File: src/rtl/core/binary_min_heap_defines.svh
// Assertion helpers for the heap controller.
`ifndef BINARY_MIN_HEAP_DEFINES_SVH
`define BINARY_MIN_HEAP_DEFINES_SVH

// Concurrent check on an explicit clock and active-low reset.
`define BMH_ASSERT_AT(lbl, clk, rst_n, prop, msg) \
  lbl: assert property (@(posedge clk) disable iff (!rst_n) (prop)) else $error(msg);

// Concurrent check on the default clock and reset of the heap modules.
`define BMH_ASSERT(lbl, prop, msg) `BMH_ASSERT_AT(lbl, clk_i, rst_ni, prop, msg)

`endif

File: src/rtl/core/bmh_ram.sv
`timescale 1ns / 1ps

module bmh_ram #(
  parameter int DEPTH = 2,
  parameter int AW    = 1,
  parameter int DW    = 32
) (
  input  logic          clk_i,
  input  logic          we_i,
  input  logic [AW-1:0] waddr_i,
  input  logic [DW-1:0] wdata_i,
  input  logic          rea_i,
  input  logic [AW-1:0] raddra_i,
  output logic [DW-1:0] rdataa_o,
  input  logic          reb_i,
  input  logic [AW-1:0] raddrb_i,
  output logic [DW-1:0] rdatab_o
);

  logic [DW-1:0] mem_q [DEPTH];
  logic [DW-1:0] rdataa_q;
  logic [DW-1:0] rdatab_q;

  always_ff @(posedge clk_i) begin
    if (we_i) begin
      mem_q[waddr_i] <= wdata_i;
    end
  end

  always_ff @(posedge clk_i) begin
    if (rea_i) begin
      rdataa_q <= mem_q[raddra_i];
    end
    if (reb_i) begin
      rdatab_q <= mem_q[raddrb_i];
    end
  end

  assign rdataa_o = rdataa_q;
  assign rdatab_o = rdatab_q;

endmodule

File: config.mk
export PLATFORM = sky130hd
export DESIGN_NAME = bmh_ram
export DESIGN_NICKNAME = d
export VERILOG_FILES = /design/src/rtl/core/binary_min_heap_defines.svh /design/src/rtl/core/bmh_ram.sv
export SDC_FILE = /design/constraint.sdc
export NUM_CORES = 1
export LEC_CHECK = 0
export BUFFER_PORTS_ARGS = -buffer_cell sky130_fd_sc_hd__buf_2
export CAP_MARGIN = 15
export CELL_PAD_IN_SITES_DETAIL_PLACEMENT = 1
export CELL_PAD_IN_SITES_GLOBAL_PLACEMENT = 1
export CORE_MARGIN = 1.5
export CORE_UTILIZATION = 42
export CTS_CLUSTER_DIAMETER = 30
export DETAILED_ROUTE_END_ITERATION = 7
export GPL_TIMING_DRIVEN = 0
export PLACE_DENSITY = 0.75
export SYNTH_ARGS = -nofsm -noshare
export SYNTH_HDL_FRONTEND = slang
export SYNTH_SLANG_ARGS = --single-unit
File: constraint.sdc
create_clock -name clk_i -period 1.9 [get_ports clk_i]
set_input_delay 0 -clock clk_i [delete_from_list [all_inputs] [get_ports clk_i]]
set_output_delay 0 -clock clk_i [all_outputs]
set_load 0.05 [all_outputs]
## After elaboration in Yosys (flattened, before gate mapping)

Memories as Yosys holds them, arrays and structs flattened. A register that Yosys moved wholly into a read port is not among the register bits.
Index checks and enable logic that the tools add are counted.
W data, S select, Z words.

| word-level totals | value |
|---|---|
| output and inout bits | 64 |
| bits in writable memories | 64 |
| input port bits | 39 |
| bits in registers | 0 |
| memories kept | 1 |

Memories:

| memory | words | bits a word | read ports | clocked after Yosys merged registers in | wr ports | line | text |
|---|---|---|---|---|---|---|---|
| mem_q | 2 | 32 | 2 | 2 | 1 | bmh_ram.sv:20 | `logic [DW-1:0] mem_q [DEPTH];` |

| cells by class | value |
|---|---|
| multiplexer cells | 2 |

Operators by type and width:

| kind | number |
|---|---|
| $mux W1 | 2 |

## Logic depth before layout (Yosys ltp)

Gate-level depths: netlist of run 1.

| depth | value |
|---|---|
| depth in word-level cells | 2 |
| mapped depth | 3 |
| depth with buffers taken out | 1 |

## Worst setup path before layout of run 1

No wires, ideal clock.

| timing | value |
|---|---|
| kind | input port to flip-flop |
| from | input waddr_i |
| to | memory mem_q[0][0] (enable) |
| path buffers | 0 |
| setup time | 425 ps |
| data arrival time | 1452 ps |
| path slack | 22 ps |
| cell stages on the path | 1 |
| cell sequence | nor2b_1 |

RTL lines:

| what | line | text |
|---|---|---|
| from (decl) | bmh_ram.sv:10 | `input logic [AW-1:0] waddr_i,` |
| to (decl) | bmh_ram.sv:20 |  |

No word-level cell before the write port.

## Worst setup path in the final report of run 1

| timing | value |
|---|---|
| from | input waddr_i |
| to | memory mem_q[1][1] (enable) |

No word-level cell before the write port.

==> results.md, run 1 <==
- Outcome: completed
- Inserted Clock Buffers: 17
- Area delta synth->final: 32.59%
- WS Path Type: in2reg
- Clock Path Buffers: 2
- Sw Share: 0.2383
- Total power: 7.363 mW
- Max-Slew Margin vs Limit: 0.4269
- First-pass GRT wire length: 13.99 mm
- Fin util: 0.5717
- Vias/cell: 4.691
- Psw: 1.755 mW
- Hold path depth: 2
- Average cell area after synthesis: 24.48 um2
- Logic pwr share: 0.123
- R2R Setup Slk: 0.96 ns
- Total Routing Usage GR: 0.1525
- Later-pin clock latency in the skew report: 0.40 ns
- Reg-to-Reg End: rdataa_o[22]
- I/O pins: 103
- Core footprint: 11470 um2
- Initial core utilization: 0.4312
- Synth cell types: 7
- Post-Syn Nets: 241
- WP data required: 1.92 ns
- Final ANT Viol Nets: 0
- Final wirelength: 9.088 mm
- Place WS: 0.6321 ns
- RSZ-0062 raised after global routing: no
- Via count: 2402
- CP Capture Type: flip-flop
- Yosys reg bits: 128
- Initial antenna violation count: 0
- Hpwl dp: 5.574 mm
- Max-cap viol count: 0
- Slowest-stage cell, CP: and2_2
- Die width: 111.5 um
- Element type at the critical path start: input pin
- GR Util met3: 0.04899
- Post-CTS Setup Inserts: 0
- Worst-path fanout max: 32
- Min-delay src: we_i
- Final hold violation count: 0
- Cell Int Power: 5.608 mW
- Number of buffers added on ports: 100
- Slew @ Worst Pin: 0.8596 ns
- Clock sink count: 128
- Avg WL per Cell: 17.75 um
- CTS clk-pin slew, worst paths: 0.05 ns
- Critical Path Start: waddr_i
- DR iter-0 viols: 106
- Final instance area: 6556 um2
- Register area share after synthesis: 0.7773
- Most frequent cells in the layout: 128 x edfxtp_1, 100 x buf_2, 60 x mux2_4, 35 x dlygate4sd3_1, 17 x clkbuf_16
- Grt ovf: 0
- Ys Warns: 0
- Fill cell count: 1038
- Clock Skew: 0.003530 ns
- Pre-Repair DR Iteration Count: 4
- Sequential share of power: 0.466
- Arr. time, crit path: 1.38 ns
- Final Wtd Congestion: 0.6366
- Post-cts resize count: 0
- R2R cell count: 1
- DRC: 0
- Most common cell after layout, fill and taps aside: edfxtp_1
- Die footprint: 12430 um2
- Cell count after synthesis: 202
- Depth of the CTS H-tree: 4
- P_leak: 2.629 nW
- Hold/Removal Path Class: in2reg
- Slew Viols, Final: 0
- GRT Max-Usage Layer: met2
- Maximum clock rate: 738.8 MHz
- Nets: 396
- Worst vdd ir: 0.0006452 V
- Reg2reg start: mem_q[1][22]
- M1 GR Usage: 0.1940
- Pwr Density: 1123 nW/um2
- Setup violators final: 0
- Routing usage on met2: 0.2446
- Final period util: 0.7124
- Number of diodes: 0
- Mapped Area: 4945 um2
- # hold bufs at CTS: 35
- Site row count: 39
- Root Driver: clkbuf_16
- Placed cell area: 5653 um2
- Tmin final: 1.354 ns
- Hold worst-path end: mem_q[0][17]
- Largest net degree at the start of global routing: 33
- CP peak stage delay: 0.69 ns
- Power share of the clock group: 0.411
- Final Worst Setup Slack: 0.5464 ns
- Layout cells sized above 1: 0.5501
- Die height: 111.5 um
- Crit-path cells: dlygate4sd3_1 -> buf_2 -> and2_2
- CTS tree: built
- Vias in the first global route: 2552
## power by group through the flow
stage	Clock, mW	Combinational [mW]	Sequential, mW
finish	3.03	0.906	3.43
detailed placement	0	0.859	3.49
CTS	3.08	0.919	3.43
global placement	0	0.838	3.47
global route	3.21	0.946	3.45
floorplan	0	0.275	3.83
## logic make-up after synthesis
logic type	count (synthesis)	synth area share
DFF	128	0.7773
muxes	64	0.1913
buffers and inverters	8	0.02885
and+or+nand+nor	2	0.002532
## worst max-delay path by stage
| stage | endpoint | cells past startpoint |
|---|---|---|
| floorplan | mem_q[0][0] | 1 |
| global placement | mem_q[0][24] | 2 |
| detailed placement | mem_q[1][24] | 2 |
| CTS | mem_q[1][23] | 3 |
| global route | mem_q[1][22] | 3 |
| finish | mem_q[1][1] | 3 |
## flip-flops by register name (all words and copies together) (netlist names)
register  count
mem_q        64
rdatab_o     32
rdataa_o     32
## critical path, delay by kind of cell
kind	cells	cell delay, ns
simple gates	1	0.69
buf+inv	2	0.66
## cell usage after synthesis
cell type    n  area share
mux2_2       4      0.0091
buf_12       6       0.024
edfxtp_1   128        0.78
buf_6        2      0.0046
and2_1       1      0.0013
mux2_4      60        0.18
nor2b_1      1      0.0013
## routing by layer
layer | wire length [um] | vias up | share of wire
met5 | 0 | - | 0
met4 | 99 | 0 | 0.011
met3 | 377 | 7 | 0.041
met2 | 4484 | 77 | 0.49
met1 | 4127 | 1200 | 0.45
li1 | - | 1118 | -
## final cells by class
class / count / area, um2 / area share
multi-input cells: 66 / 967.2 / 0.1475
clock buffers: 19 / 432.9 / 0.06603
plain buffers: 8 / 142.6 / 0.02176
repair buffers: 136 / 870.8 / 0.1328
well taps: 143 / 178.9 / 0.02729
clock inverters: 12 / 120.1 / 0.01832
flip-flops and latches: 128 / 3844 / 0.5863
## stage by stage
stage	std cells	TNS, ns	hold slack [ns]
finish	512	0	0.07310
global route	512	0	0.06528
CTS	512	0	0.06875
detailed placement	446	0	0.1939
global placement	445	-37.16	0.1886
floorplan	202	0	0.09887
(Power assumes the default switching activity.)
==> inputs of run 2 (changes only) <==
CORE_UTILIZATION = 47   (was 42)
PLACE_DENSITY = 0.79   (was 0.75)
clock period = 1.4 ns   (was 1.9 ns; I/O delays follow)
==> run 2 against run 1 <==
Register-to-register slack got worse by 0.51 ns. Global-route usage grew 3.4 points. Sequential cell count stayed put. Critical path depth unchanged. Die area down 10%. Non-clock buffer count increased by 1. Cell area rose by 0.59%. Critical path type unchanged.
==> results.md, run 2 (synthesis gave the netlist of run 1 again) <==
- Top Metal Used: met4
- Setup violators final: 0 (unchanged)
- Final hold violation count: 0 (unchanged)
- Most frequent cells in the layout: 128 x edfxtp_1, 100 x buf_2, 60 x mux2_4, 36 x dlygate4sd3_1, 16 x clkbuf_16
- Final Wtd Congestion: 0.6792 (+6.7%)
- P_leak: 2.649 nW (+0.77%)
- Arr. time, crit path: 1.42 ns (+0.04 ns)
- Root Driver: clkbuf_8
- Met3 WL post-DR: 443 um (+18%)
- Final wirelength: 9.727 mm (+7.0%)
- Avg WL per Cell: 19.19 um (+8.1%)
- CTS clk-pin slew, worst paths: 0.06 ns (about the same)
- Number of buffers added on ports: 100 (unchanged)
- Via count: 2441 (+1.6%)
- Die width: 105.6 um (-5.3%)
- Element type at the critical path start: input pin
- Largest register FFs: 64 (unchanged)
- Clock Skew: 0.009113 ns (+0.005583 ns)
- Final Instance Count excl. Fillers: 507 (-0.98%)
- CTS tree: built
- Maximum clock rate: 775.6 MHz
- Clock Path Buffers: 2 (unchanged)
- Die height: 105.6 um (-5.3%)
- Worst vdd ir: 0.0007062 V (+9.5%)
- Largest net degree at the start of global routing: 33 (unchanged)
- Number of diodes: 0 (unchanged)
- Area delta synth->final: 33.38%
- Total power: 10.26 mW (+39%)
- Final ANT Viol Nets: 0 (unchanged)
- Inserted Clock Buffers: 17 (unchanged)
- Die footprint: 11150 um2 (-10%)
- Fill cell count: 903 (-13%)
- Later-pin clock latency in the skew report: 0.52 ns (+0.12 ns)
- Most common cell after layout, fill and taps aside: edfxtp_1
- Wl on met1: 3.944 mm (-4.4%)
- Post-cts resize count: 0 (unchanged)
- Placed instance count: 439 (-1.6%)
- Post-CTS Setup Inserts: 0 (unchanged)
- Initial antenna violation count: 0 (unchanged)
- Worst-path fanout max: 32 (unchanged)
- Biggest register: mem_q
- Total Routing Usage GR: 0.1867 (+0.03413)
- Outcome: completed
- Nets: 397 (+0.25%)
- WS Path Type: in2reg
- CP peak stage delay: 0.75 ns (+0.06 ns)
- Depth of the CTS H-tree: 4 (unchanged)
- Hold/Removal Path Class: in2reg
- Final period util: 0.9209
- Max-cap viol count: 0 (unchanged)
- Vias in the first global route: 2680 (+5.0%)
- Slew Viols, Final: 0 (unchanged)
- Slowest-stage cell, CP: and2_2
- WP data required: 1.53 ns (-0.39 ns)
- Core footprint: 10280 um2 (-10%)
- Setup_tns: 0 ns (unchanged)
- Hpwl dp: 5.769 mm (+3.5%)
- Slew @ Worst Pin: 0.9021 ns (+0.04251 ns)
- I/O pins: 103 (unchanged)
- CP Capture Type: flip-flop
- Pwr Density: 1556 nW/um2 (+39%)
- Clock sink count: 128 (unchanged)
- Grt ovf: 0 (unchanged)
- Max-Slew Margin vs Limit: 0.3986 (-0.02834)
- RSZ-0062 raised after global routing: no
- Tmin final: 1.289 ns
- Multi-input logic area: 967.2 um2 (unchanged)
- DR iter-0 viols: 112 (+5.7%)
- First-pass GRT wire length: 14.65 mm (+4.7%)
- Layout cells sized above 1: 0.5418 (-0.008357)
- Site row count: 37 (-5.1%)
- Pre-Repair DR Iteration Count: 4 (unchanged)
- Initial core utilization: 0.4811 (+0.04992)
- Crit-path cells: dlygate4sd3_1 -> buf_2 -> and2_2
- DRC: 0 (unchanged)
- Vias/cell: 4.815 (+2.6%)
- Met2 WL post-DR: 5.174 mm (+15%)
- Register area: 3844 um2 (unchanged)
==> run 2: cell count changes in the layout (fill, tap and decap cells not counted) <==
cell / before / now
clkbuf_16: 17 / 16
clkinv_1: 1 / 4
clkinvlp_4: 3 / 2
bufinv_16: 2 / 4
clkbuf_8: 0 / 1
dlygate4sd3_1: 35 / 36
clkinv_2: 5 / 2
==> run 2: per-stage QoR <==
stage | setup slack, ns | instance area, um2 | hold slack (ns) | util
final | 0.1107 | 6595 | 0.1663 | 0.6417
after global routing | 0.03082 | 6595 | 0.1876 | 0.6417
after CTS | 0.1310 | 6595 | 0.1371 | 0.6417
after detailed placement | 0.1056 | 5644 | 0.1921 | 0.5492
after global placement | -0.5612 | 5618 | 0.1872 | 0.5466
after floorplan | 0.1213 | 4947 | 0.09887 | -
==> run 2: area by class of cell <==
class	count	area share
flip-flops and latches	128	0.5828
multi-input cells	66	0.1467
repair buffers	137	0.1336
clock buffers	19	0.06393
well taps	136	0.02580
clock inverters	13	0.02561
plain buffers	8	0.02163
==> run 2: power by group <==
part	internal [mW]	total, mW	switching (mW)
clock network	2.86	4.36	1.50
logic	0.475	1.25	0.771
registers	4.55	4.66	0.108
==> run 2: what timing repair did <==
action | in CTS | in global routing
hold buffers | 36 | 0
hold endpoints to repair | 75 | 0
setup endpoints to repair | 0 | 0
==> run 2: final timing paths <==
path,startpoint,endpoint,slack [ns],depth (start not counted)
setup reg to reg,mem_q[0][14],rdataa_o[14],0.45,1
hold / removal,reb_i,rdatab_o[15],0.17,1
setup / recovery,waddr_i,mem_q[1][3],0.11,3
hold reg to reg,mem_q[1][29],rdatab_o[29],0.57,1
==> run 2: routing by layer <==
metal | GRT usage | vias up
met5 | 0 | -
met4 | 0.07819 | 0
met3 | 0.06246 | 18
met2 | 0.3301 | 85
met1 | 0.2058 | 1215
li1 | - | 1123
==> run 2: worst max-delay path: cells and delay by family <==
family | cells | cell delay, ns
buffers and inverters | 2 | 0.66
AND/OR/NAND/NOR | 1 | 0.75
