### src/rtl/core/binary_min_heap_defines.svh
// Assertion helpers for the heap controller.
`ifndef BINARY_MIN_HEAP_DEFINES_SVH
`define BINARY_MIN_HEAP_DEFINES_SVH

// Concurrent check on an explicit clock and active-low reset.
`define BMH_ASSERT_AT(lbl, clk, rst_n, prop, msg) \
  lbl: assert property (@(posedge clk) disable iff (!rst_n) (prop)) else $error(msg);

// Concurrent check on the default clock and reset of the heap modules.
`define BMH_ASSERT(lbl, prop, msg) `BMH_ASSERT_AT(lbl, clk_i, rst_ni, prop, msg)

`endif

### src/rtl/core/bmh_pkg.sv
`timescale 1ns / 1ps

package bmh_pkg;

  localparam int KEY_W    = 32;
  localparam int CAPACITY = 1024;
  localparam int CNT_W    = $clog2(CAPACITY + 1);
  localparam int IDX_W    = CNT_W;
  localparam int NUM_LVL  = $clog2(CAPACITY + 1);
  localparam int LVL_W    = (NUM_LVL > 1) ? $clog2(NUM_LVL) : 1;
  localparam int PADDR_W  = 3;

  localparam logic OP_INSERT       = 1'b0;
  localparam logic OP_EXTRACT      = 1'b1;
  localparam logic REG_SIGNED_KEYS = 1'b0;

  // Request from the sequencer to the row of level cells.
  typedef struct packed {
    logic             we;
    logic [LVL_W-1:0] wlvl;
    logic [IDX_W-1:0] woff;
    logic [KEY_W-1:0] wdata;
    logic             re;
    logic [LVL_W-1:0] rlvl;
    logic [IDX_W-1:0] roff;
    logic             reb;
  } bmh_cmd_t;

  // Port controls from one cell to its level memory.
  typedef struct packed {
    logic             we;
    logic [IDX_W-1:0] waddr;
    logic [KEY_W-1:0] wdata;
    logic             rea;
    logic [IDX_W-1:0] raddra;
    logic             reb;
    logic [IDX_W-1:0] raddrb;
  } bmh_req_t;

  function automatic logic key_less(logic [KEY_W-1:0] a, logic [KEY_W-1:0] b,
                                    logic sgn);
    logic [KEY_W-1:0] flip;
    flip = '0;
    flip[KEY_W-1] = sgn;
    return (a ^ flip) < (b ^ flip);
  endfunction

  // Level of a one-based node number: position of its leading one.
  function automatic logic [LVL_W-1:0] node_lvl(logic [IDX_W-1:0] k);
    logic [LVL_W-1:0] lvl;
    lvl = '0;
    for (int i = 0; i < IDX_W; i++) begin
      if (k[i]) begin
        lvl = LVL_W'(i);
      end
    end
    return lvl;
  endfunction

  // Offset of a one-based node number inside its level.
  function automatic logic [IDX_W-1:0] node_off(logic [IDX_W-1:0] k);
    return k & ~(IDX_W'(1) << node_lvl(k));
  endfunction

  function automatic int lvl_depth(int l);
    int full;
    int rest;
    full = 1 << l;
    rest = CAPACITY + 1 - full;
    return (rest < full) ? rest : full;
  endfunction

endpackage

### src/rtl/core/bmh_ctl.sv
`timescale 1ns / 1ps
`include "binary_min_heap_defines.svh"

module bmh_ctl (
  input  logic                        clk_i,
  input  logic                        rst_ni,
  input  logic                        start,
  output logic                        busy,
  input  logic                        op_i,
  input  logic [bmh_pkg::KEY_W-1:0]   key_i,
  input  logic                        signed_keys_i,
  output bmh_pkg::bmh_cmd_t           cmd_o,
  input  logic [bmh_pkg::KEY_W-1:0]   rda_i,
  input  logic [bmh_pkg::KEY_W-1:0]   rdb_i,
  output logic                        done_o,
  output logic                        ok_o,
  output logic [bmh_pkg::KEY_W-1:0]   out_key_o,
  output logic [bmh_pkg::CNT_W-1:0]   count_o,
  output logic                        has_min_o,
  output logic [bmh_pkg::KEY_W-1:0]   min_key_o
);

  typedef enum logic [2:0] {
    ST_IDLE,
    ST_UP_CHK,
    ST_UP_CMP,
    ST_DN_LAST,
    ST_DN_CHK,
    ST_DN_CMP,
    ST_RESP
  } state_e;

  state_e                          state_q;
  logic [bmh_pkg::IDX_W-1:0]       pos_q;
  logic [bmh_pkg::KEY_W-1:0]       cur_q;
  logic [bmh_pkg::CNT_W-1:0]       count_q;
  logic [bmh_pkg::KEY_W-1:0]       min_q;
  logic                            rc_ok_q;
  logic                            done_q;
  logic                            ok_q;
  logic [bmh_pkg::KEY_W-1:0]       out_key_q;

  logic                            accept;
  logic [bmh_pkg::LVL_W-1:0]       lvl_pos;
  logic [bmh_pkg::IDX_W-1:0]       off_pos;
  logic [bmh_pkg::IDX_W-1:0]       par;
  logic [bmh_pkg::IDX_W:0]         lc_node;
  logic [bmh_pkg::IDX_W:0]         rc_node;
  logic                            lc_in;
  logic                            rc_in;
  logic                            up_swap;
  logic                            take_l;
  logic [bmh_pkg::KEY_W-1:0]       best_l;
  logic                            take_r;
  logic [bmh_pkg::KEY_W-1:0]       best_key;

  assign accept  = start && (state_q == ST_IDLE);
  assign busy    = (state_q != ST_IDLE);

  assign lvl_pos = bmh_pkg::node_lvl(pos_q);
  assign off_pos = bmh_pkg::node_off(pos_q);
  assign par     = {1'b0, pos_q[bmh_pkg::IDX_W-1:1]};
  assign lc_node = {pos_q, 1'b0};
  assign rc_node = {pos_q, 1'b1};
  assign lc_in   = lc_node <= {1'b0, count_q};
  assign rc_in   = rc_node <= {1'b0, count_q};

  assign up_swap  = bmh_pkg::key_less(cur_q, rda_i, signed_keys_i);
  assign take_l   = bmh_pkg::key_less(rda_i, cur_q, signed_keys_i);
  assign best_l   = take_l ? rda_i : cur_q;
  assign take_r   = rc_ok_q && bmh_pkg::key_less(rdb_i, best_l, signed_keys_i);
  assign best_key = take_r ? rdb_i : best_l;

  always_comb begin
    cmd_o = '0;
    unique case (state_q) inside
      ST_IDLE: begin
        // fetch the last entry, it moves to the root
        if (accept && (op_i == bmh_pkg::OP_EXTRACT) &&
            (count_q > bmh_pkg::CNT_W'(1))) begin
          cmd_o.re   = 1'b1;
          cmd_o.rlvl = bmh_pkg::node_lvl(count_q);
          cmd_o.roff = bmh_pkg::node_off(count_q);
        end
      end
      ST_UP_CHK: begin
        if (pos_q == bmh_pkg::IDX_W'(1)) begin
          cmd_o.we    = 1'b1;
          cmd_o.wlvl  = lvl_pos;
          cmd_o.woff  = off_pos;
          cmd_o.wdata = cur_q;
        end else begin
          cmd_o.re   = 1'b1;
          cmd_o.rlvl = bmh_pkg::node_lvl(par);
          cmd_o.roff = bmh_pkg::node_off(par);
        end
      end
      ST_UP_CMP: begin
        cmd_o.we    = 1'b1;
        cmd_o.wlvl  = lvl_pos;
        cmd_o.woff  = off_pos;
        cmd_o.wdata = up_swap ? rda_i : cur_q;
      end
      ST_DN_CHK: begin
        if (!lc_in) begin
          cmd_o.we    = 1'b1;
          cmd_o.wlvl  = lvl_pos;
          cmd_o.woff  = off_pos;
          cmd_o.wdata = cur_q;
        end else begin
          cmd_o.re   = 1'b1;
          cmd_o.rlvl = lvl_pos + bmh_pkg::LVL_W'(1);
          cmd_o.roff = {off_pos[bmh_pkg::IDX_W-2:0], 1'b0};
          cmd_o.reb  = rc_in;
        end
      end
      ST_DN_CMP: begin
        cmd_o.we    = 1'b1;
        cmd_o.wlvl  = lvl_pos;
        cmd_o.woff  = off_pos;
        cmd_o.wdata = best_key;
      end
      ST_DN_LAST, ST_RESP: begin
        cmd_o = '0;
      end
      default: begin
        cmd_o = '0;
      end
    endcase
  end

  always_ff @(posedge clk_i or negedge rst_ni) begin
    if (!rst_ni) begin
      state_q   <= ST_IDLE;
      pos_q     <= '0;
      cur_q     <= '0;
      count_q   <= '0;
      min_q     <= '0;
      rc_ok_q   <= 1'b0;
      done_q    <= 1'b0;
      ok_q      <= 1'b0;
      out_key_q <= '0;
    end else begin
      done_q <= (state_q == ST_RESP);
      // mirror the root so peek and extract need no read
      if (cmd_o.we && (cmd_o.wlvl == '0)) begin
        min_q <= cmd_o.wdata;
      end
      unique case (state_q)
        ST_IDLE: begin
          if (accept) begin
            if (op_i == bmh_pkg::OP_INSERT) begin
              out_key_q <= '0;
              if (count_q == bmh_pkg::CNT_W'(bmh_pkg::CAPACITY)) begin
                ok_q    <= 1'b0;
                state_q <= ST_RESP;
              end else begin
                ok_q    <= 1'b1;
                cur_q   <= key_i;
                pos_q   <= count_q + bmh_pkg::IDX_W'(1);
                count_q <= count_q + bmh_pkg::CNT_W'(1);
                state_q <= ST_UP_CHK;
              end
            end else begin
              if (count_q == '0) begin
                ok_q      <= 1'b0;
                out_key_q <= '0;
                state_q   <= ST_RESP;
              end else begin
                ok_q      <= 1'b1;
                out_key_q <= min_q;
                count_q   <= count_q - bmh_pkg::CNT_W'(1);
                state_q   <= (count_q == bmh_pkg::CNT_W'(1)) ? ST_RESP : ST_DN_LAST;
              end
            end
          end
        end
        ST_UP_CHK: begin
          state_q <= (pos_q == bmh_pkg::IDX_W'(1)) ? ST_RESP : ST_UP_CMP;
        end
        ST_UP_CMP: begin
          if (up_swap) begin
            pos_q   <= par;
            state_q <= ST_UP_CHK;
          end else begin
            state_q <= ST_RESP;
          end
        end
        ST_DN_LAST: begin
          cur_q   <= rda_i;
          pos_q   <= bmh_pkg::IDX_W'(1);
          state_q <= ST_DN_CHK;
        end
        ST_DN_CHK: begin
          rc_ok_q <= rc_in;
          state_q <= lc_in ? ST_DN_CMP : ST_RESP;
        end
        ST_DN_CMP: begin
          if (take_l || take_r) begin
            pos_q   <= take_r ? rc_node[bmh_pkg::IDX_W-1:0] : lc_node[bmh_pkg::IDX_W-1:0];
            state_q <= ST_DN_CHK;
          end else begin
            state_q <= ST_RESP;
          end
        end
        ST_RESP: begin
          state_q <= ST_IDLE;
        end
        default: begin
          state_q <= ST_IDLE;
        end
      endcase
    end
  end

  assign done_o    = done_q;
  assign ok_o      = ok_q;
  assign out_key_o = out_key_q;
  assign count_o   = count_q;
  assign has_min_o = (count_q != '0);
  assign min_key_o = has_min_o ? min_q : '0;

  `BMH_ASSERT(a_done_idle, done_o |-> !busy, "result strobe while a transaction is active")
  `BMH_ASSERT(a_accept_busy, (start && !busy) |=> busy, "accepted transaction left no work")
  `BMH_ASSERT(a_count_cap, count_q <= bmh_pkg::CNT_W'(bmh_pkg::CAPACITY), "count over capacity")
  `BMH_ASSERT(a_up_pos, (state_q == ST_UP_CMP) |-> (pos_q > bmh_pkg::IDX_W'(1)), "root compare")
  `BMH_ASSERT(a_dn_child, (state_q == ST_DN_CMP) |-> $past(lc_in), "sift-down without a child")

endmodule

### config.mk
export PLATFORM = sky130hd
export DESIGN_NAME = bmh_ctl
export DESIGN_NICKNAME = d
export VERILOG_FILES = /design/src/rtl/core/bmh_pkg.sv /design/src/rtl/core/bmh_ctl.sv
export VERILOG_INCLUDE_DIRS = /design/src /design/src/rtl/core
export SDC_FILE = /design/constraint.sdc
export NUM_CORES = 1
export LEC_CHECK = 0
export BUFFER_PORTS_ARGS = -buffer_cell sky130_fd_sc_hd__buf_2
export CORE_MARGIN = 1
export CORE_UTILIZATION = 38
export DETAILED_ROUTE_END_ITERATION = 8
export RECOVER_POWER = 50
export SLEW_MARGIN = 25
export SYNTH_ARGS = -nofsm -noshare
export SYNTH_HDL_FRONTEND = slang
export SYNTH_SLANG_ARGS = --single-unit
### constraint.sdc
create_clock -name clk_i -period 6.5 [get_ports clk_i]
set_clock_uncertainty 0.05 [all_clocks]
set_input_delay 0 -clock clk_i [delete_from_list [all_inputs] [get_ports clk_i]]
set_output_delay 0 -clock clk_i [all_outputs]
set_load 0.005 [all_outputs]
==> After elaboration in Yosys (flattened, before gate mapping) <==
Cells that the tools add are included.
{ "op_classes": {"n_addsub": 3, "mul": 0, "div": 0, "order_cmp": 6, "eq_ne": 16, "shift": 3, "n_mux": 73, "bitwise": 10, "n_reduce_logical": 17} }
{ "ops": {"columns": ["cell", "n"], "rows": [
  ["two-way mux 32 bit", 9],
  ["case mux 48 bit (4 select lines)", 1],
  ["bitwise XOR 32 bit", 4],
  ["two-way mux 4 bit", 27],
  ["less-than comparator 32 bit", 3],
  ["two-way mux 48 bit", 2],
  ["two-way mux 11 bit", 7],
  ["case mux 32 bit (2 select lines)", 1],
  ["case mux 16 bit (3 select lines)", 1],
  ["case mux 11 bit (4 select lines)", 1],
  ["inverter 11 bit", 3],
  ["left shift 1 x 4 -> 11 bit (first input constant)", 3],
  ["two-way mux 16 bit", 2],
  ["<= comparator 12 x 11 -> 1 bit", 2],
  ["AND 11 bit", 2],
  ["== test 11 x 1 -> 1 bit (second input constant)", 2],
  ["two-way mux 3 bit", 7],
  ["case mux 3 bit (6 select lines)", 1],
  ["two-way mux 17 bit", 1],
  ["!= test 2 bit (second input constant)", 6],
  ["adder 11 x 1 -> 11 bit (second input constant)", 1],
  ["AND 10 x 11 -> 11 bit", 1],
  ["== test 11 bit (second input constant)", 1],
  ["> comparator 11 x 1 -> 1 bit (second input constant)", 1],
  ["20 further kinds", 39]
]} }
{ "totals": {"register_bits": 124, "latch_bits": 0, "mem_bits_rw": 0, "mem_bits_ro": 0, "inputBits": 101, "out_inout_bits": 144, "word_cells": 137, "n_memories": 0} }

==> Longest topological paths before layout <==
{ "depth": {"depth_word": 17, "ltp_mapped": 21, "depth_no_buf": 18} }

==> Worst setup path after synthesis <==
Ideal clock, no wire load.
{ "synth_path": {"path_kind": "register to register", "start": "register cur_q[27] in the netlist's numbering", "end": "register pos_q[10] in the netlist's numbering", "setup_time_ps": 125, "t_arrival_ps": 4334, "t_required_ps": 6325, "slack_ps": 1991, "path_stages_with_launch": 22, "path_buffers": 3, "synth_period_minus_slack_ps": 4509, "cell_sequence": "dfrtp_1 > inv_1 > ha_1 > and3_1 > a22o_1 > nor4_1 > o21bai_1 > a21oi_1 > buf_2 > buf_1 > nor2_1 > a21oi_1 > ha_1 > a21o_1 > a211o_1 > a41oi_1 > o22ai_1 > nor2_1 > a21oi_1 > a211o_1 > buf_2 > mux2_2"} }
{ "synth_between": {"elab_chain_len": 9, "word_cells_on_any_way": 11, "classes_between": "order compare: 3; eq/ne: 2; mux: 1; bitwise: 2; reduce/logical: 3"} }
{ "synth_lines": {"columns": ["item", "line", "text"], "rows": [
  ["from (decl)", "bmh_ctl.sv:35", "logic [bmh_pkg::KEY_W-1:0] cur_q;"],
  ["from (signal assigned)", "bmh_ctl.sv:159", "cur_q <= key_i;"],
  ["from (signal assigned)", "bmh_ctl.sv:190", "cur_q <= rda_i;"],
  ["bitwise XOR 32 bit", "bmh_pkg.sv:45", "return (a ^ flip) < (b ^ flip);"],
  ["less-than comparator 32 bit", "bmh_pkg.sv:45", null],
  ["two-way mux 32 bit", "bmh_ctl.sv:70", "assign best_l = take_l ? rda_i : cur_q;"],
  ["bitwise XOR 32 bit", "bmh_pkg.sv:45", null],
  ["less-than comparator 32 bit", "bmh_pkg.sv:45", null],
  ["logical AND 1 bit", "bmh_ctl.sv:71", "assign take_r = rc_ok_q && bmh_pkg::key_less(rdb_i, best_l, signed_keys_i);"],
  ["logical OR 1 bit", "bmh_ctl.sv:199", "if (take_l || take_r) begin"],
  ["!= test 2 x 1 -> 1 bit (no source line)", null, null],
  ["AND reduction 6 bit (no source line) *", null, null],
  ["to (signal assigned)", "bmh_ctl.sv:183", "pos_q <= par;"],
  ["to (signal assigned)", "bmh_ctl.sv:191", "pos_q <= bmh_pkg::IDX_W'(1);"],
  ["to (signal assigned)", "bmh_ctl.sv:200", "pos_q <= take_r ? rc_node[bmh_pkg::IDX_W-1:0] : lc_node[bmh_pkg::IDX_W-1:0];"],
  ["to (decl)", "bmh_ctl.sv:34", "logic [bmh_pkg::IDX_W-1:0] pos_q;"]
]} }
Mark *: on every way between the ends. The rest lies on a longest branch, timed or not.
A chain may end at the register's enable or synchronous reset.

==> flow_summary.ini <==
[synthesis]
async_reset_ff_share_pct = 100
syn-cell-area_um2 = 9620
syn_inst = 1170
synth.distinct_cells = 72
yosysSeqAreaShare_pct = 32.2
synth_most_common_cell = nor2_1
synthesis.nets = 1353
synth_edf_count = 0
synth-seq-cells = 124
synth.largest_area_cell = dfrtp_1
synth_top_area_share_pct = 32.2
avgSynthCellArea_um2 = 8.22
synthTopCellsByArea = dfrtp_1 32%, ha_1 11%, nor2_1 5.0%
ys.flop_type = dfrtp_1
yosysWarnings = 0
synthTopCellsByCount = 127 x nor2_1, 124 x dfrtp_1, 124 x nand2_1

[power_and_ir_drop]
power.leakage_nw = 6.09
internal_power_w = 0.00322
p_seq_share_pct = 27.0
max-vdd-ir-drop_mv = 0.219
switchingPower_w = 0.00314
clkPwrFrac_pct = 14.1
pwr-share-comb_pct = 58.9
cellPowerDensity_nw_per_um2 = 502
swShare_pct = 49.4

[placed_design]
place_hpwl_um = 27100
io_buffers = 244
gp_congestion = 0.914

[drt]
drcViolationCount = 0
postRouteAntennaNets = 0
wl_per_cell_um = 20.3
vias = 10535
via_per_inst = 5.79
wirelength_um = 37000
drt_iter0_drc = 970
firstDrtPassIters = 7

[clocking]
ctsHtreeMaxLevel = 4
cts_buffer_depth = 2
insertion_delay_ns = 0.43
cts_root_buf = clkbuf_16
cts_setup_buffers = 0
cts_tree = built
cts_sinks = 124
cts_buffers = 17
path_clk_slew_ns = 0.06

[grt]
grt_usage_pct = 28.3
grt_first_pass_wirelength_um = 57000
overflow = 0
grt_pass1_vias = 9975
grt_max_degree = 77
antenna_found_initial = 2

[floorplanning]
core-area_um2 = 24600
fp.dieW_um = 161
start_util_pct = 39.1
dieArea_um2 = 26000
die_h_um = 161
num_rows = 57
io_pins = 245

[setup_path]
crit_type = reg -> out
cp-start-kind = flip-flop
cp.required_ns = 6.45
reg2reg_from = cur_q[27]$_DFFE_PN0P_
crit_start = cur_q[27]$_DFFE_PN0P_
crit_fanout = 30
endpoint_kind = output pin
worst_ep_arrival_time_ns = 5.91

[sta]
finalCriticalPeriod_ns = 5.96
tightest_slew_ns = 4.36
fmax_mhz = 168
rsz0062_at_grt = false
setup_viol = 0
min_period_over_period_pct = 91.7
tns_ns = 0
max_slew_margin_pct = -191
report.final.slew_viol_count = 77
final_hold_viol_count = 0

[run_status]
status = finished, violations left
violations = max-capacitance violations, max-slew violations

[final_layout]
utilization_pct = 51.5
nNetsFinal = 1662
drive_gt1_share_pct = 19.8
area_growth_pct = 31.6

[min_path]
hold_path.class = in -> reg
worstHoldStart = rda_i[21]

[job]
cap_violations = 1
[through the flow]
stage          power, W  std cells  cell area [um2]  setup WS, ns  hold WS [ns]
2_1_floorplan   0.00389       1170             9620          1.99        -0.346
3_3_place_gp    0.00527       1676            11100          1.18         0.190
3_5_place_dp    0.00530       1676            11100          1.10         0.191
4_1_cts         0.00632       1816            12700         0.639       0.00477
5_1_grt         0.00686       1818            12700         0.203        0.0514
6_report        0.00636       1820            12700         0.538        0.0312
[critical path: stages, from the launching register on]
cell and delay [ns]:
dfrtp_1 0.37, inv_1 0.07, ha_1 0.28, and3_1 0.19
a22o_1 0.24, nor4_1 0.35, o21bai_1 0.21, a21oi_4 0.45
buf_4 0.34, nor2_1 0.07, a21oi_1 0.12, ha_1 0.25
a2111oi_0 0.75, a21oi_1 0.14, or3_1 0.38, o2bb2ai_4 0.36
a32oi_1 0.56, nand2_1 0.17, buf_2 0.16
[area by class of cell]
| type | instances | area, um2 |
|---|---|---|
| inverters | 60 | 225 |
| multi-input cells | 909 | 6000 |
| well taps | 324 | 405 |
| fillers | 2370 | 11900 |
| clock inverters | 14 | 113 |
| clock buffers | 18 | 429 |
| diodes | 4 | 10.0 |
| flip-flops and latches | 124 | 3100 |
| repair buffers | 367 | 2380 |
[layout by cell type (no fill, tap or decap), types with 7 or more instances in the layout]
master,netlist,routed
buf_2,5,221
nor2_1,127,125
dfrtp_1,124,124
nand2_1,124,123
dlygate4sd3_1,0,108
o21ai_0,92,92
ha_1,82,82
a21oi_1,75,74
inv_1,57,57
mux2i_1,39,39
and2_1,37,36
a31oi_1,35,35
a22o_1,34,34
a32oi_1,31,31
clkbuf_1,56,26
nand3_1,21,21
nand4_1,19,19
o211ai_1,19,19
xnor2_1,18,18
clkbuf_16,0,17
buf_4,2,12
a21o_1,11,11
nor3_1,11,11
mux2_2,9,9
a22oi_1,9,9
o21bai_1,8,8
and3_1,8,8
a211oi_1,9,8
nor4_1,6,7
[cell families (layout without fill, tap and decap cells)]
group,Yosys count,in the layout,share of synthesized area (%)
flip-flops,124,124,32.2
buffers and inverters,137,459,5.88
multiplexers,48,48,5.11
adder cells (fa/ha/maj),82,82,10.7
XOR/XNOR,20,20,1.82
AO/OA/AOI/OAI,374,374,25.7
other,0,4,0
AND/OR/NAND/NOR,385,385,18.6
[power by group through the flow]
stage                     clock, W  sequential [W]  combinational [W]
after floorplan                  0         0.00140            0.00249
after global placement           0         0.00171            0.00356
after detailed placement         0         0.00171            0.00359
after CTS                 0.000911         0.00170            0.00371
after global routing      0.000945         0.00177            0.00414
final                     0.000897         0.00172            0.00374
[worst paths after layout]
| kind | to | slack, ns | cells after the start |
|---|---|---|---|
| worst max-delay path | cmd_o[35] | 0.54 | 18 |
| worst min-delay path | min_q[21]$_DFFE_PN0P_ | 0.03 | 3 |
| worst max register to register | min_q[14]$_DFFE_PN0P_ | 0.55 | 21 |
| worst min register to register | ok_o$_DFFE_PN0P_ | 0.44 | 2 |
| max in group asynchronous | out_key_o[27]$_DFFE_PN0P_ | 1.84 | 3 |
| min in group asynchronous | cur_q[29]$_DFFE_PN0P_ | 1.62 | 2 |
[state kept, by name, indices dropped and copies added, names as in the netlist]
name,count
count_o,11
cur_q,32
min_q,32
done_o,1
pos_q,11
state_q,3
rc_ok_q,1
ok_o,1
out_key_o,32
[repair_timing]
item	in CTS	in global routing
resized for setup	0	0
hold endpoints to repair	131	0
hold buffers	108	0
[per-layer routing]
metal / global-route usage (%) / share of wire (%) / vias up
li1: - / - / 4922
met1: 42.4 / 46 / 4968
met2: 40.2 / 42 / 577
met3: 5.47 / 9.3 / 68
met4: 9.78 / 2.6 / 0
met5: 0 / 0 / -
Power figures use the tool's default switching activity.
