File: src/rtl/core/binary_min_heap_defines.svh
// Assertion helpers for the heap controller.
`ifndef BINARY_MIN_HEAP_DEFINES_SVH
`define BINARY_MIN_HEAP_DEFINES_SVH

// Concurrent check on an explicit clock and active-low reset.
`define BMH_ASSERT_AT(lbl, clk, rst_n, prop, msg) \
  lbl: assert property (@(posedge clk) disable iff (!rst_n) (prop)) else $error(msg);

// Concurrent check on the default clock and reset of the heap modules.
`define BMH_ASSERT(lbl, prop, msg) `BMH_ASSERT_AT(lbl, clk_i, rst_ni, prop, msg)

`endif

File: src/rtl/core/bmh_pkg.sv
`timescale 1ns / 1ps

package bmh_pkg;

  localparam int KEY_W    = 32;
  localparam int CAPACITY = 1024;
  localparam int CNT_W    = $clog2(CAPACITY + 1);
  localparam int IDX_W    = CNT_W;
  localparam int NUM_LVL  = $clog2(CAPACITY + 1);
  localparam int LVL_W    = (NUM_LVL > 1) ? $clog2(NUM_LVL) : 1;
  localparam int PADDR_W  = 3;

  localparam logic OP_INSERT       = 1'b0;
  localparam logic OP_EXTRACT      = 1'b1;
  localparam logic REG_SIGNED_KEYS = 1'b0;

  // Request from the sequencer to the row of level cells.
  typedef struct packed {
    logic             we;
    logic [LVL_W-1:0] wlvl;
    logic [IDX_W-1:0] woff;
    logic [KEY_W-1:0] wdata;
    logic             re;
    logic [LVL_W-1:0] rlvl;
    logic [IDX_W-1:0] roff;
    logic             reb;
  } bmh_cmd_t;

  // Port controls from one cell to its level memory.
  typedef struct packed {
    logic             we;
    logic [IDX_W-1:0] waddr;
    logic [KEY_W-1:0] wdata;
    logic             rea;
    logic [IDX_W-1:0] raddra;
    logic             reb;
    logic [IDX_W-1:0] raddrb;
  } bmh_req_t;

  function automatic logic key_less(logic [KEY_W-1:0] a, logic [KEY_W-1:0] b,
                                    logic sgn);
    logic [KEY_W-1:0] flip;
    flip = '0;
    flip[KEY_W-1] = sgn;
    return (a ^ flip) < (b ^ flip);
  endfunction

  // Level of a one-based node number: position of its leading one.
  function automatic logic [LVL_W-1:0] node_lvl(logic [IDX_W-1:0] k);
    logic [LVL_W-1:0] lvl;
    lvl = '0;
    for (int i = 0; i < IDX_W; i++) begin
      if (k[i]) begin
        lvl = LVL_W'(i);
      end
    end
    return lvl;
  endfunction

  // Offset of a one-based node number inside its level.
  function automatic logic [IDX_W-1:0] node_off(logic [IDX_W-1:0] k);
    return k & ~(IDX_W'(1) << node_lvl(k));
  endfunction

  function automatic int lvl_depth(int l);
    int full;
    int rest;
    full = 1 << l;
    rest = CAPACITY + 1 - full;
    return (rest < full) ? rest : full;
  endfunction

endpackage

File: src/rtl/core/bmh_cell.sv
`timescale 1ns / 1ps

module bmh_cell (
  input  logic                            clk_i,
  input  logic                            rst_ni,
  input  logic [bmh_pkg::LVL_W-1:0]       lvl_i,
  input  bmh_pkg::bmh_cmd_t               cmd_i,
  output bmh_pkg::bmh_req_t               req_o,
  input  logic [bmh_pkg::KEY_W-1:0]       rdataa_i,
  input  logic [bmh_pkg::KEY_W-1:0]       rdatab_i,
  input  logic [bmh_pkg::KEY_W-1:0]       chain_a_i,
  input  logic [bmh_pkg::KEY_W-1:0]       chain_b_i,
  output logic [bmh_pkg::KEY_W-1:0]       chain_a_o,
  output logic [bmh_pkg::KEY_W-1:0]       chain_b_o
);

  logic rd_hit;
  logic hit_q;

  assign rd_hit = cmd_i.re && (cmd_i.rlvl == lvl_i);

  always_comb begin
    req_o.we     = cmd_i.we && (cmd_i.wlvl == lvl_i);
    req_o.waddr  = cmd_i.woff;
    req_o.wdata  = cmd_i.wdata;
    req_o.rea    = rd_hit;
    req_o.raddra = cmd_i.roff;
    req_o.reb    = rd_hit && cmd_i.reb;
    // right child sits next to the left one
    req_o.raddrb = {cmd_i.roff[bmh_pkg::IDX_W-1:1], 1'b1};
  end

  always_ff @(posedge clk_i or negedge rst_ni) begin
    if (!rst_ni) begin
      hit_q <= 1'b0;
    end else begin
      hit_q <= rd_hit;
    end
  end

  // pass read data up the row toward the sequencer
  assign chain_a_o = hit_q ? rdataa_i : chain_a_i;
  assign chain_b_o = hit_q ? rdatab_i : chain_b_i;

endmodule

File: config.mk
export PLATFORM = sky130hd
export DESIGN_NAME = bmh_cell
export DESIGN_NICKNAME = d
export VERILOG_FILES = /design/src/rtl/core/binary_min_heap_defines.svh /design/src/rtl/core/bmh_pkg.sv /design/src/rtl/core/bmh_cell.sv
export SDC_FILE = /design/constraint.sdc
export NUM_CORES = 1
export LEC_CHECK = 0
export BUFFER_PORTS_ARGS = -buffer_cell sky130_fd_sc_hd__buf_2
export CAP_MARGIN = 20
export CORE_AREA = 2 2 129 131
export DETAILED_ROUTE_END_ITERATION = 16
export DIE_AREA = 0 0 131 133
export SLEW_MARGIN = 20
export SYNTH_ARGS = -nofsm -noshare
export SYNTH_HDL_FRONTEND = slang
export SYNTH_SLANG_ARGS = --single-unit
File: constraint.sdc
create_clock -name clk_i -period 2.3 [get_ports clk_i]
set_clock_uncertainty 0.15 [all_clocks]
set_input_delay 0.115 -clock clk_i [delete_from_list [all_inputs] [get_ports clk_i]]
set_output_delay 0.115 -clock clk_i [all_outputs]
set_load 0.03 [all_outputs]
# Word-level counts from Yosys, hierarchy flattened
# Cells that the tools add are included.
dict set report op_classes {
  n_eq_ne 2
  mux 2
  n_reduce_logical 3
}
# op count
set op_table {}
lappend op_table {{$mux W32} 2}
lappend op_table {{$eq A4 B4 Y1} 2}
lappend op_table {{$logic_and A1 B1 Y1} 3}
dict set report totals {
  regBits 1
  input_bits 199
  output_inout_bits 132
  word_cells 8
}

# Longest topological paths before layout
# Gate-level depths: netlist (run 1).
dict set report depth {
  ltp_word 3
  ltp_mapped 4
  mapped_depth_nobuf 3
}

# Worst setup path before layout (run 1)
# No wires, ideal clock.
dict set report synth_path {
  path_kind {input to output}
  from {input port lvl_i[2] (netlist name)}
  to {output port req_o[67] (netlist name)}
  arrival_time_ns 1.258
  required_time_ns 2.035
  path_slack_ns 0.777
  stages 2
  n_path_buf 0
  path_cell_list {xor2_1 -> nor4_1}
}
# element line
set synth_lines {}
lappend synth_lines {{start, declared} bmh_cell.sv:6} ;# input logic [bmh_pkg::LVL_W-1:0] lvl_i,
lappend synth_lines {{end, declared} bmh_cell.sv:8} ;# output bmh_pkg::bmh_req_t req_o,

# Worst setup path in the final report (run 1)
dict set report layout_path {
  from {register hit_q}
  to {output port chain_a_o[0] (netlist name)}
}
dict set report layout_between {
  elab_chain_cells 1
}
# element line
set layout_lines {}
lappend layout_lines {{start, declared} bmh_cell.sv:18} ;# logic hit_q;
lappend layout_lines {{start signal, assigned} bmh_cell.sv:37} ;# hit_q <= rd_hit;
lappend layout_lines {{$mux W32} bmh_cell.sv:42} ;# assign chain_a_o = hit_q ? rdataa_i : chain_a_i;
lappend layout_lines {{end, declared} bmh_cell.sv:13} ;# output logic [bmh_pkg::KEY_W-1:0] chain_a_o,
# Every way passes these cells.

==> results of run 1 <==
==> worst paths after layout <==
| path | from | depth (start not counted) | slack [ns] | to |
|---|---|---|---|---|
| min in group asynchronous | rst_ni | 2 | 0.29 | hit_q |
| max in group asynchronous | rst_ni | 2 | 1.62 | hit_q |
| worst min-delay path | cmd_i[23] | 0 | 0.08 | req_o[30] |
| worst max-delay path | hit_q | 3 | 0.57 | chain_a_o[0] |
==> cell families (layout without fill, tap and decap cells) <==
| logic type | Yosys count | after routing | synth area share, % |
|---|---|---|---|
| and+or+nand+nor | 7 | 7 | 3.56 |
| muxes | 64 | 64 | 50.0 |
| DFF | 1 | 1 | 1.74 |
| buffers and inverters | 75 | 216 | 40.1 |
| xor gates and xnor gates | 5 | 5 | 3.04 |
| other | 1 | 2 | 0.260 |
| AOI/OAI and AO/OA | 2 | 2 | 1.30 |
==> area by class of cell <==
class / instances / area, sq um
diodes: 1 / 2.50
fillers: 1846 / 13900
inverters: 2 / 7.51
multi-input cells: 79 / 838
flip-flops and latches: 1 / 26.3
well taps: 220 / 275
repair buffers: 214 / 1090
==> report_power, final <==
group / internal [uW] / total (uW) / switching [uW]
Clock: 0.0000582 / 0.0000582 / 0
Combinational: 215 / 494 / 279
Sequential: 18.5 / 21.8 / 3.27
==> metal layers <==
metal,vias up,share of wire [%],wire length [um],track usage (%)
li1,748,-,-,-
met1,718,34,3110,9.16
met2,154,47,4320,17.1
met3,49,16,1480,4.65
met4,10,3.0,280,2.54
met5,-,0.65,60,0
==> metrics by stage <==
stage | power [uW] | area, sq um | cells | hold slack (ns)
floorplan | 516 | 1440 | 155 | -0.331
global placement | 515 | 2230 | 515 | -0.260
detailed placement | 516 | 2230 | 515 | -0.259
CTS | 521 | 2240 | 516 | 0.0802
global route | 550 | 2240 | 517 | 0.0800
finish | 516 | 2240 | 517 | 0.0800
==> layout by cell type (no fill, tap or decap), drive strengths merged <==
| master | n |
|---|---|
| dfrtp | 1 |
| nor2b | 1 |
| nor4 | 1 |
| a221o | 1 |
| xnor2 | 1 |
| nand2 | 1 |
| dlygate4sd3 | 1 |
| buf | 213 |
| nand2b | 1 |
| conb | 1 |
| xor2 | 4 |
| or2b | 1 |
| inv | 2 |
| nor3 | 1 |
| nor4b | 1 |
| mux2 | 64 |
| o2111ai | 1 |
| diode | 1 |
==> metrics.csv, run 1 <==
stage;metric;value;unit
clocking;Post-CTS Hold Buffers;1;
setup_path;WP buf/inv;2;
power_and_ir_drop;Max rail drop VDD;0.0000701;V
drt;Detail Route Antenna Nets;0;
global_route;GR Overflow Total;0;
setup_path;crit end category;output port;
final_layout;final net count;497;
drt;Iter 0 DRT Violations;36;
global_route;initial antenna violation count;11;
place;Placer Congestion;0.735;
synthesis;Cell Area, Synth;1440;sq um
floorplanning;FP Rows;47;
timing;max-slew violations;0;
setup_path;Max stage delay on crit path;0.56;ns
final_layout;Area Overhead vs Synth;55.6;%
synthesis;post-synth top area cell;mux2_2;
synthesis;synthesized flop and latch total;1;
global_route;Total Routing Usage GR;9.33;%
synthesis;commonest cells in the synthesized netlist;buf_4 (67), mux2_2 (64), buf_6 (6);
global_route;largest net degree at the start of global routing;41;
final_layout;final core occ;13.9;%
timing;unrepaired setup endpoints after global routing;false;
synthesis;top post-synthesis cells by area;mux2_2 (50%), buf_4 (35%), buf_6 (4.7%);
synthesis;Syn Nets;354;
setup_path;critical path cell sequence;buf_12 > mux2_2 > buf_2;
drt;post-route DRC violation count;0;
drt;Vias;1679;
clocking;Reg clk slew, reported paths;0;ns
synthesis;Cell variety after synth;17;
setup_path;Req. time, crit path;2.04;ns
floorplanning;Core Region;16200;sq um
synthesis;Async SR Flop Fraction;100;%
clocking;CTS resizes;0;
worst_hold_path;Hold Path Class;in -> out;
setup_path;crit path max fanout;40;
setup_path;CP max stage cell;dfrtp_2;
place;hpwl dp;8660;um
synthesis;Synth Warn #;0;
global_route;first-pass GRT wire length;11300;um
place;worst slack, placed;0.562;ns
floorplanning;Die Y;133;um
final_layout;share of layout cells above drive strength 1;94.6;%
synthesis;most frequent cell after synthesis;buf_4;
synthesis;post-synthesis cell count;155;
job;Max Cap Viol;0;
timing;post-layout minimum cycle time;1.73;ns
final_layout;Reg with most FFs;hit_q;
synthesis;proportion of synthesized chip area in sequential cells;1.74;%
global_route;vias in the first global route;1676;
timing;final setup violation count;0;
synthesis;EDFF count, synth;0;
floorplanning;Starting Density;8.91;%
power_and_ir_drop;PD cells;230;nW/um^2
drt;final WL;9250;um
setup_path;Critical Path AT;1.46;ns
setup_path;crit start category;flop;
drt;First-pass DRT Iterations;4;
floorplanning;I/O pin total;331;
synthesis;syn_area_per_cell;9.30;sq um
timing;achievable frequency;578;MHz
drt;Avg WL per Cell;17.9;um
clocking;Setup Buffers After CTS;0;
outcome;run status;complete, no violations;
timing;Hold Vio Cnt, Final;0;
synthesis;Post-synth top flop;dfrtp_1;
drt;vias per inst;3.25;
setup_path;worst setup path category;reg -> out;
final_layout;Top Registers;hit_q: 1 flops;
floorplanning;Total Die Area;17400;sq um
final_layout;Largest register FFs;1;
floorplanning;Die Wd;131;um
timing;min setup slack post-route;0.570;ns
timing;Setup Total Neg Slack;0;ns
timing;fin crit share;75.2;%
place;IO buf count;211;
setup_path;cell family with most CP delay;flip-flops;
power_and_ir_drop;Leak;0.00114;uW
synthesis;share of the synthesized area in the top cell type;50.0;%
Power figures use the tool's default switching activity.
==> run 2: changes to the inputs <==
--- a/config.mk
+++ b/config.mk
@@ -7,9 +7,9 @@
 export LEC_CHECK = 0
 export BUFFER_PORTS_ARGS = -buffer_cell sky130_fd_sc_hd__buf_2
 export CAP_MARGIN = 20
-export CORE_AREA = 2 2 129 131
+export CORE_AREA = 2 2 127 129
 export DETAILED_ROUTE_END_ITERATION = 16
-export DIE_AREA = 0 0 131 133
+export DIE_AREA = 0 0 129 131
 export SLEW_MARGIN = 20
 export SYNTH_ARGS = -nofsm -noshare
 export SYNTH_HDL_FRONTEND = slang
==> constraint.sdc (replaced) <==
create_clock -name clk_i -period 1.6 [get_ports clk_i]
set_clock_uncertainty 0.15 [all_clocks]
set_input_delay 0.08 -clock clk_i [delete_from_list [all_inputs] [get_ports clk_i]]
set_output_delay 0.08 -clock clk_i [all_outputs]
set_load 0.03 [all_outputs]
==> metrics.csv, run 2 (same netlist as run 1, synthesis figures left out) <==
stage;metric;value;unit;change
setup_path;Req. time, crit path;1.37;ns;was 2.04 ns
floorplanning;I/O pin total;331;;unchanged
place;worst slack, placed;0.170;ns;was 0.562 ns
global_route;first-pass GRT wire length;9960;um;was 11,300 um
setup_path;Max stage delay on crit path;0.38;ns;was 0.56 ns
timing;min setup slack post-route;0.194;ns;was 0.570 ns
timing;fin crit share;87.9;%;
floorplanning;Die Wd;129;um;was 131 um
setup_path;worst setup path category;reg -> out;;unchanged
place;IO buf count;211;;unchanged
drt;final WL;8310;um;was 9250 um
timing;final setup violation count;0;;unchanged
job;Max Cap Viol;0;;unchanged
timing;achievable frequency;711;MHz;
outcome;run status;complete, no violations;;unchanged
floorplanning;Core Region;15600;sq um;was 16,200 sq um
clocking;CTS resizes;0;;unchanged
floorplanning;FP Rows;46;;was 47
floorplanning;Total Die Area;16900;sq um;was 17,400 sq um
place;hpwl dp;7710;um;was 8660 um
final_layout;most frequent cells in the layout;buf_2 (211), mux2_2 (64), xor2_1 (4);;unchanged
final_layout;Top Registers;hit_q: 1 flops;;unchanged
drt;Iter 0 DRT Violations;28;;was 36
timing;Hold Vio Cnt, Final;0;;unchanged
drt;First-pass DRT Iterations;2;;was 4
setup_path;crit end category;output port;;unchanged
setup_path;crit path max fanout;37;;was 40
final_layout;share of layout cells above drive strength 1;94.6;%;about the same
setup_path;Critical Path AT;1.18;ns;was 1.46 ns
drt;Avg WL per Cell;16.2;um;was 17.9 um
final_layout;Reg with most FFs;hit_q;;unchanged
global_route;vias in the first global route;1508;;was 1,676
clocking;Setup Buffers After CTS;0;;unchanged
floorplanning;Starting Density;9.24;%;was 8.91%
global_route;largest net degree at the start of global routing;38;;was 41
clocking;Post-CTS Hold Buffers;1;;unchanged
power_and_ir_drop;PD cells;328;nW/um^2;was 230 nW/um^2
worst_hold_path;Hold Path Class;in -> out;;unchanged
final_layout;Area Overhead vs Synth;56.7;%;was 55.6%
floorplanning;Die Y;131;um;was 133 um
timing;max-slew violations;0;;unchanged
drt;post-route DRC violation count;0;;unchanged
setup_path;cell family with most CP delay;buffers and inverters;;was flip-flops
clocking;Reg clk slew, reported paths;0;ns;about the same
power_and_ir_drop;Leak;0.00115;uW;was 0.00114 uW
global_route;GR Overflow Total;0;;unchanged
timing;post-layout minimum cycle time;1.41;ns;
setup_path;CP max stage cell;dfrtp_2;;unchanged
final_layout;Largest register FFs;1;;unchanged
setup_path;WP buf/inv;2;;unchanged
timing;Setup Total Neg Slack;0;ns;unchanged
power_and_ir_drop;Tot Pwr;742;uW;was 516 uW
drt;Vias;1613;;was 1,679
drt;Detail Route Antenna Nets;0;;unchanged
final_layout;final core occ;14.5;%;was 13.9%
setup_path;critical path cell sequence;buf_12 > mux2_2 > buf_2;;unchanged
global_route;initial antenna violation count;1;;was 11
place;Placer Congestion;0.731;;was 0.735
drt;vias per inst;3.14;;was 3.25
final_layout;final net count;498;;was 497
timing;unrepaired setup endpoints after global routing;false;;unchanged
setup_path;crit start category;flop;;unchanged
power_and_ir_drop;Max rail drop VDD;0.000109;V;was 0.0000701 V
global_route;Total Routing Usage GR;8.21;%;was 9.33%
final_layout;most common cell after layout, fill and taps aside;buf_2;;unchanged
run 2: cell types whose count changed in the layout (fill, tap and decap cells not counted), sizes merged:
cell and change:
buf +1
run 2: worst paths after layout:
check | startpoint | cells after the start | end
worst max-delay path | hit_q | 3 | chain_a_o[23]
worst min-delay path | cmd_i[34] | 0 | req_o[41]
max in group asynchronous | rst_ni | 2 | hit_q
min in group asynchronous | rst_ni | 2 | hit_q
run 2: report_power, final:
| part | total, uW | internal, uW | leakage (uW) | switching [uW] |
|---|---|---|---|---|
| Combinational | 714 | 312 | 0.00114 | 402 |
| Sequential | 27.9 | 26.7 | 0.0000122 | 1.24 |
| Clock | 0.0000836 | 0.0000836 | 0.00000000634 | 0 |
| Total | 742 | 338 | 0.00115 | 403 |
run 2: area by class of cell:
class / instances / area (sq um)
repair buffers: 215 / 1110
multi-input cells: 79 / 838
well taps: 216 / 270
flip-flops and latches: 1 / 26.3
fillers: 1797 / 13300
inverters: 2 / 7.51
diodes: 1 / 2.50
run 2: metrics by stage:
stage	instances	hold slack [ns]	cell area [sq um]
6_report	514	0.0100	2260
5_1_grt	513	0.0100	2260
4_1_cts	513	0.0102	2260
3_5_place_dp	512	-0.294	2250
3_3_place_gp	512	-0.292	2250
2_1_floorplan	155	-0.366	1440
run 2: metal layers:
layer / up-vias / routed length [um] / global-route usage, %
li1: 750 / - / -
met2: 143 / 4300 / 16.5
met5: - / 0 / 0
met1: 686 / 2730 / 7.89
met4: 0 / 342 / 3.64
met3: 34 / 937 / 2.00
==> run 3: changes to the inputs <==
--- a/config.mk
+++ b/config.mk
@@ -10,6 +10,7 @@
 export CORE_AREA = 2 2 127 129
 export DETAILED_ROUTE_END_ITERATION = 16
 export DIE_AREA = 0 0 129 131
+export RECOVER_POWER = 100
 export SLEW_MARGIN = 20
 export SYNTH_ARGS = -nofsm -noshare
 export SYNTH_HDL_FRONTEND = slang
==> metrics.csv, run 3 (same netlist as run 1, synthesis figures left out) <==
stage;metric;value;unit;change
floorplanning;FP Rows;46;;unchanged
timing;achievable frequency;699;MHz;was 711 MHz
final_layout;Register Area;26.3;sq um;unchanged
global_route;first-pass GRT wire length;9960;um;unchanged
clocking;Setup Buffers After CTS;0;;unchanged
final_layout;final std cells w/o fill;514;;unchanged
floorplanning;Die Wd;129;um;unchanged
global_route;vias in the first global route;1508;;unchanged
timing;post-layout minimum cycle time;1.43;ns;was 1.41 ns
drt;post-route DRC violation count;0;;unchanged
floorplanning;I/O pin total;331;;unchanged
setup_path;Req. time, crit path;1.37;ns;about the same
timing;final setup violation count;0;;unchanged
global_route;Total Routing Usage GR;8.21;%;unchanged
drt;Iter 0 DRT Violations;28;;unchanged
floorplanning;Die Y;131;um;unchanged
place;hpwl dp;7710;um;unchanged
power_and_ir_drop;PD cells;328;nW/um^2;about the same
place;placed insts;512;;unchanged
drt;Detail Route Antenna Nets;0;;unchanged
setup_path;Critical Path AT;1.20;ns;was 1.18 ns
timing;fin crit share;89.4;%;was 87.9%
worst_hold_path;hold path depth;0;;unchanged
timing;min setup slack post-route;0.169;ns;was 0.194 ns
final_layout;share of layout cells above drive strength 1;79.5;%;was 94.6%
drt;Avg WL per Cell;16.2;um;about the same
power_and_ir_drop;Leak;0.00103;uW;was 0.00115 uW
timing;Setup Total Neg Slack;0;ns;unchanged
global_route;GR Overflow Total;0;;unchanged
clocking;Reg clk slew, reported paths;0;ns;about the same
final_layout;most frequent cells in the layout;buf_2 (146), mux2_2 (64), clkbuf_1 (45);;was buf_2 (211), mux2_2 (64), xor2_1 (4)
final_layout;Reg with most FFs;hit_q;;unchanged
worst_hold_path;hold path endpoint;req_o[41];;unchanged
final_layout;Largest register FFs;1;;unchanged
setup_path;crit path max fanout;37;;unchanged
outcome;run status;complete, no violations;;unchanged
timing;WHS;0.0100;ns;unchanged
worst_hold_path;worst hold start;cmd_i[34];;unchanged
global_route;initial antenna violation count;1;;unchanged
place;worst slack, placed;0.170;ns;unchanged
place;Placer Congestion;0.731;;unchanged
power_and_ir_drop;Max rail drop VDD;0.000103;V;was 0.000109 V
setup_path;crit start category;flop;;unchanged
drt;First-pass DRT Iterations;4;;was 2
final_layout;final core occ;14.1;%;was 14.5%
drt;Vias;1609;;was 1,613
worst_hold_path;Hold Path Class;in -> out;;unchanged
drt;vias per inst;3.13;;was 3.14
timing;Hold Vio Cnt, Final;0;;unchanged
timing;max-slew violations;0;;unchanged
final_layout;Top Registers;hit_q: 1 flops;;unchanged
floorplanning;Starting Density;9.24;%;unchanged
place;IO buf count;211;;unchanged
setup_path;crit end category;output port;;unchanged
setup_path;worst setup path category;reg -> out;;unchanged
final_layout;final net count;498;;unchanged
final_layout;Area Overhead vs Synth;52.8;%;was 56.7%
global_route;largest net degree at the start of global routing;38;;unchanged
floorplanning;Core Region;15600;sq um;unchanged
timing;unrepaired setup endpoints after global routing;false;;unchanged
job;Max Cap Viol;0;;unchanged
final_layout;Multi-input gate area;838;sq um;unchanged
final_layout;fillers;1820;;was 1,797
final_layout;most common cell after layout, fill and taps aside;buf_2;;unchanged
floorplanning;Total Die Area;16900;sq um;unchanged
clocking;CTS resizes;0;;unchanged
drt;final WL;8350;um;was 8310 um
run 3: cell count changes in the layout (fill, tap and decap cells not counted):
cell / before / now
buf_2: 211 / 146
clkbuf_1: 0 / 45
clkbuf_2: 0 / 20
run 3: worst max-delay path by stage:
stage          cells after the start  slack (ns)  startpoint       endpoint
6_report                           3        0.17       hit_q  chain_b_o[31]
5_1_grt                            6        0.11   cmd_i[12]      req_o[23]
4_1_cts                            6        0.17   cmd_i[12]      req_o[23]
3_5_place_dp                       6        0.17   cmd_i[12]      req_o[23]
3_3_place_gp                       3        0.19       hit_q  chain_a_o[23]
2_1_floorplan                      2        0.15    lvl_i[2]      req_o[67]
run 3: worst max-delay path, cell delays in order, from the launching register on:
cell	delay, ns
dfrtp_2	0.38
buf_12	0.21
mux2_2	0.36
clkbuf_1	0.21
run 3: repair_timing:
item | CTS | global route
endpoints found under the hold margin | 1 | 0
endpoints found under the setup margin | 0 | 0
hold buffers | 1 | 0
run 3: metrics by stage:
step,total power (uW),area (sq um)
after floorplan,742,1440
after global placement,740,2250
after detailed placement,744,2250
after CTS,750,2260
after global routing,766,2200
final,723,2200
run 3: per-layer routing:
layer	vias up	track usage (%)	routed length, um
li1	750	-	-
met1	680	7.89	2770
met2	145	16.5	4280
met3	34	2.00	945
met4	0	3.64	342
met5	-	0	0
run 3: area by class of cell:
| class | count | share of cell area, % |
|---|---|---|
| inverters | 2 | 0.341 |
| multi-input cells | 79 | 38.1 |
| repair buffers | 215 | 48.0 |
| diodes | 1 | 0.114 |
| flip-flops and latches | 1 | 1.19 |
| well taps | 216 | 12.3 |
run 3: where the power goes:
group | internal, uW | switching [uW]
Sequential | 26.7 | 1.24
Clock | 0.0000836 | 0
Combinational | 289 | 406
